$ cat config.mk
export PLATFORM = sky130hd
export DESIGN_NAME = stc_controller
export DESIGN_NICKNAME = d
export VERILOG_FILES = /design/src/hw/rtl/stc_pkg.sv /design/src/hw/rtl/stc_controller.sv
export SDC_FILE = /design/constraint.sdc
export NUM_CORES = 1
export LEC_CHECK = 0
export BUFFER_PORTS_ARGS = -buffer_cell sky130_fd_sc_hd__buf_2
export CAP_MARGIN = 10
export CORE_ASPECT_RATIO = 1.1
export CORE_MARGIN = 1.5
export CORE_UTILIZATION = 48
export DETAILED_ROUTE_END_ITERATION = 16
export GPL_ROUTABILITY_DRIVEN = 0
export GPL_TIMING_DRIVEN = 1
export PLACE_DENSITY = 0.79
export SETUP_SLACK_MARGIN = 0.1
export SYNTH_ARGS = -nofsm -noshare
export SYNTH_HDL_FRONTEND = slang
export SYNTH_SLANG_ARGS = --single-unit
export TNS_END_PERCENT = 30
$ cat constraint.sdc
create_clock -name clk -period 1.9 [get_ports clk]
set_input_delay 0.285 -clock clk [delete_from_list [all_inputs] [get_ports clk]]
set_output_delay 0.285 -clock clk [all_outputs]
set_load 0.01 [all_outputs]
$ cat src/hw/rtl/stc_pkg.sv
package stc_pkg;

  localparam int TABLE_DEPTH_DEF = 64;
  localparam int INDEX_BITS_DEF  = 8;

  localparam int FUNC_W   = 2;
  localparam int COORD_W  = 8;
  localparam int VALUE_W  = 32;
  localparam int STATUS_W = 2;

  localparam logic [FUNC_W-1:0] FUNC_APPEND = 2'd0;
  localparam logic [FUNC_W-1:0] FUNC_ACCUM  = 2'd1;
  localparam logic [FUNC_W-1:0] FUNC_EMIT   = 2'd2;

  localparam logic [STATUS_W-1:0] STATUS_VALID = 2'd0;
  localparam logic [STATUS_W-1:0] STATUS_EMPTY = 2'd1;
  localparam logic [STATUS_W-1:0] STATUS_OVF   = 2'd2;

  typedef struct packed {
    logic load_item;
    logic search;
    logic rd_hit;
    logic rd_scan;
    logic scan_clr;
    logic store_new;
    logic store_sum;
    logic pend_load;
    logic out_pend;
    logic out_last;
    logic out_empty;
    logic out_ovf;
    logic table_clr;
  } stc_cmd_t;

  typedef struct packed {
    logic [FUNC_W-1:0] in_func;
    logic              in_zero;
    logic              hit;
    logic              full;
    logic              scan_done;
    logic              rd_zero;
    logic              pend_valid;
    logic              out_free;
  } stc_status_t;

endpackage

$ cat src/hw/rtl/stc_controller.sv
module stc_controller (
  input  logic                 clk,
  input  logic                 rst_n,
  input  logic                 in_valid,
  output logic                 in_ready,
  input  stc_pkg::stc_status_t st,
  output stc_pkg::stc_cmd_t    cmd
);

  typedef enum logic [8:0] {
    S_IDLE     = 9'b000000001,
    S_APPEND   = 9'b000000010,
    S_SEARCH   = 9'b000000100,
    S_DECIDE   = 9'b000001000,
    S_ADD      = 9'b000010000,
    S_OVF      = 9'b000100000,
    S_EMIT_RD  = 9'b001000000,
    S_EMIT_CHK = 9'b010000000,
    S_EMIT_END = 9'b100000000
  } state_t;

  state_t state_r;
  state_t state_nxt;

  always_comb begin
    state_nxt = state_r;
    cmd       = '0;
    in_ready  = 1'b0;
    case (state_r)
      S_IDLE: begin
        in_ready = 1'b1;
        if (in_valid) begin
          cmd.load_item = 1'b1;
          case (st.in_func)
            stc_pkg::FUNC_APPEND: begin
              if (!st.in_zero) begin
                state_nxt = S_APPEND;
              end
            end
            stc_pkg::FUNC_ACCUM: begin
              if (!st.in_zero) begin
                state_nxt = S_SEARCH;
              end
            end
            stc_pkg::FUNC_EMIT: begin
              cmd.scan_clr = 1'b1;
              state_nxt    = S_EMIT_RD;
            end
            default: state_nxt = S_IDLE;
          endcase
        end
      end
      S_APPEND: begin
        if (st.full) begin
          state_nxt = S_OVF;
        end else begin
          cmd.store_new = 1'b1;
          state_nxt     = S_IDLE;
        end
      end
      S_SEARCH: begin
        cmd.search = 1'b1;
        state_nxt  = S_DECIDE;
      end
      S_DECIDE: begin
        if (st.hit) begin
          cmd.rd_hit = 1'b1;
          state_nxt  = S_ADD;
        end else if (st.full) begin
          state_nxt = S_OVF;
        end else begin
          cmd.store_new = 1'b1;
          state_nxt     = S_IDLE;
        end
      end
      S_ADD: begin
        cmd.store_sum = 1'b1;
        state_nxt     = S_IDLE;
      end
      S_OVF: begin
        if (st.out_free) begin
          cmd.out_ovf = 1'b1;
          state_nxt   = S_IDLE;
        end
      end
      S_EMIT_RD: begin
        if (st.scan_done) begin
          state_nxt = S_EMIT_END;
        end else begin
          cmd.rd_scan = 1'b1;
          state_nxt   = S_EMIT_CHK;
        end
      end
      S_EMIT_CHK: begin
        if (st.rd_zero) begin
          state_nxt = S_EMIT_RD;
        end else if (!st.pend_valid) begin
          cmd.pend_load = 1'b1;
          state_nxt     = S_EMIT_RD;
        end else if (st.out_free) begin
          cmd.out_pend  = 1'b1;
          cmd.pend_load = 1'b1;
          state_nxt     = S_EMIT_RD;
        end
      end
      S_EMIT_END: begin
        if (st.out_free) begin
          if (st.pend_valid) begin
            cmd.out_pend = 1'b1;
            cmd.out_last = 1'b1;
          end else begin
            cmd.out_empty = 1'b1;
          end
          cmd.table_clr = 1'b1;
          state_nxt     = S_IDLE;
        end
      end
      default: state_nxt = S_IDLE;
    endcase
  end

  always_ff @(posedge clk) begin
    if (!rst_n) begin
      state_r <= S_IDLE;
    end else begin
      state_r <= state_nxt;
    end
  end

endmodule

==> impl_metrics.env <==
export IMPL_outcome="completed"
export IMPL_peakVddDrop_mv=0.451
export IMPL_start_util_pct=53.0
export IMPL_vias=778
export IMPL_syn_area_sq_um=752
export IMPL_largest_register_ffs=9
export IMPL_cts_buffers=3
export IMPL_powerDensity_nw_per_um2=544
export IMPL_clock_fmax_ghz=0.532
export IMPL_fin_crit_ps=1880
export IMPL_synthArstFlopShare_pct=0
export IMPL_arrival_ps=1600
export IMPL_grt_pass1_vias=689
export IMPL_avgViaCountPerCell=5.64
export IMPL_layout_commonest_cell="buf_2"
export IMPL_maxCapViolCount=0
export IMPL_cts_clk_slew_worst_paths_ps=60
export IMPL_drv_slew=0
export IMPL_num_rows=14
export IMPL_die_w_um=40.7
export IMPL_period_share_pct=99.0
export IMPL_path_class="reg -> out"
export IMPL_p_leak_uw=0.000477
export IMPL_startpoint_type="flip-flop"
export IMPL_grt_pass1_wl_mm=2.82
export IMPL_wl_per_cell_um=13.7
export IMPL_grt_max_degree=9
export IMPL_cts_sinks=9
export IMPL_synth_cell_type_count=37
export IMPL_diodes=0
export IMPL_ant_nets=0
export IMPL_layout_drive_gt1_share_pct=50.0
export IMPL_r2r_slack_ps=270
export IMPL_grtUsageMet2_pct=37.1
export IMPL_final_area_sq_um=1000
export IMPL_top_usage_layer="met2"
export IMPL_hold_path_class="in -> reg"
export IMPL_nets=135
export IMPL_cts_tree="done"
export IMPL_synth_net_count=99
export IMPL_grt_usage_pct=22.6
export IMPL_fp_dieH_um=44.5
export IMPL_worst_ep_required_time_ps=1620
export IMPL_h_tree_depth=1
export IMPL_largest_register="state_r"
export IMPL_cts_buffer_depth=2
export IMPL_routed_wl_mm=1.88
export IMPL_clock_insertion_delay_worst_skew_ps=250
export IMPL_ys_seq_elements=9
export IMPL_die_area_sq_um=1810
export IMPL_layout_cells_most_common_list="buf_2, buf_4, nor2_1, inv_1"
export IMPL_worst_pin_slew_ps=344
export IMPL_synth_ff_type="dfxtp_1"
export IMPL_worstPathMaxFanout=4
export IMPL_firstDrtPassIters=4
export IMPL_syn_to_final_growth_pct=33.1
export IMPL_numPortBuffers=25
export IMPL_hold_viol=0
export IMPL_ys_seq_area_share_pct=24.0
export IMPL_fin_util_pct=70.5
export IMPL_reg_top3="state_r: 9 flops"
export IMPL_syn_avg_cell_area_sq_um=8.64
export IMPL_overflow=0
export IMPL_syn_inst=87
export IMPL_finalSetupTns_ps=0
export IMPL_core_area_sq_um=1420
export IMPL_dp_hpwl_mm=1.33
export IMPL_grtUsageMet1_pct=28.1
export IMPL_setup_violations_final=0
export IMPL_slew_headroom_pct=76.8
export IMPL_synth_edff_count=0
export IMPL_fin_skew_ps=5.95
export IMPL_grt_setup_unrepaired="true"
export IMPL_placed_area_sq_um=888
export IMPL_root_buffer="clkbuf_4"
export IMPL_holdWs_ps=233
export IMPL_end_kind="output port"
export IMPL_route_detailed_drc=0
export IMPL_drt_initial_drc_count=8
export IMPL_grtUsageMet3_pct=4.52
export IMPL_antenna_found_initial=0
export IMPL_num_io_pins=26
export IMPL_ys_warnings_count=0
power by group:
part / total [uW] / internal, uW / leakage [uW] / switching (uW)
sequential: 210 / 196 / 0.0000751 / 14.2
clock: 144 / 80.6 / 0.0000150 / 62.9
combinational: 191 / 99.3 / 0.000387 / 92.1
total: 545 / 376 / 0.000477 / 169
through the flow:
step | cells | total power, uW | setup slack, ps
CTS | 137 | 537 | 21.3
floorplan | 87 | 322 | 262
global placement | 127 | 372 | 164
detailed placement | 127 | 374 | 109
global route | 138 | 579 | -70.6
finish | 138 | 545 | 19.3
worst max-delay path, cell delays in order (launching register included):
cell and delay (ps):
dfxtp_2 350, nor4_4 290, and2_4 190, nand3b_1 120, o21ai_1 140, and3_1 150, buf_2 120
layer usage:
layer / share of wire (%) / vias up
met5: 0 / -
li1: - / 387
met2: 48 / 29
met4: 1.6 / 0
met1: 44 / 356
met3: 5.6 / 6
synth_stat cells, drive strengths merged, types with 2 or more instances:
cell type / count / share of area (%)
a21boi: 2 / 3.5
a21oi: 2 / 1.8
and2: 4 / 3.5
and3: 3 / 2.5
and3b: 2 / 2.3
and4bb: 2 / 3.3
buf: 6 / 6.2
dfxtp: 9 / 24
inv: 6 / 3.0
nand2: 4 / 2.0
nand3: 4 / 2.7
nand3b: 3 / 3.0
nand4: 2 / 1.7
nand4b: 2 / 2.3
nor2: 10 / 5.0
nor3: 4 / 4.2
nor3b: 2 / 2.0
nor4: 3 / 6.5
nor4b: 3 / 7.5
o21ai: 4 / 2.7
xor2: 2 / 2.3
worst paths after layout:
kind	start	to	cells past startpoint
worst min-delay path	st[7]	state_r[1]	2
worst min register to register	state_r[8]	state_r[8]	3
worst max-delay path	state_r[0]	cmd[4]	6
worst max register to register	state_r[0]	state_r[6]	6
kinds of logic (layout without fill, tap and decap cells):
logic type | after synthesis | after routing | synth area share, %
compound gates | 14 | 14 | 14.5
xor+xnor | 2 | 2 | 2.33
buf+inv | 12 | 47 | 9.15
flops | 9 | 9 | 24.0
simple gates | 50 | 50 | 50.1
timing repair:
item	in CTS	in global routing
hold buffers	0	0
pin swaps	4	1
gates resized for setup	9	6
setup buffers	6	1
endpoints found under the setup margin	12	13
cell type report:
type                    instances  area [sq um]
repair buffers                 37           221
clock buffers                   4          26.3
fillers                       110           418
flip-flops and latches          9           191
inverters                       6          22.5
multi-input cells              66           519
well taps                      16          20.0
Note: power is estimated with default switching activity, not from simulation.
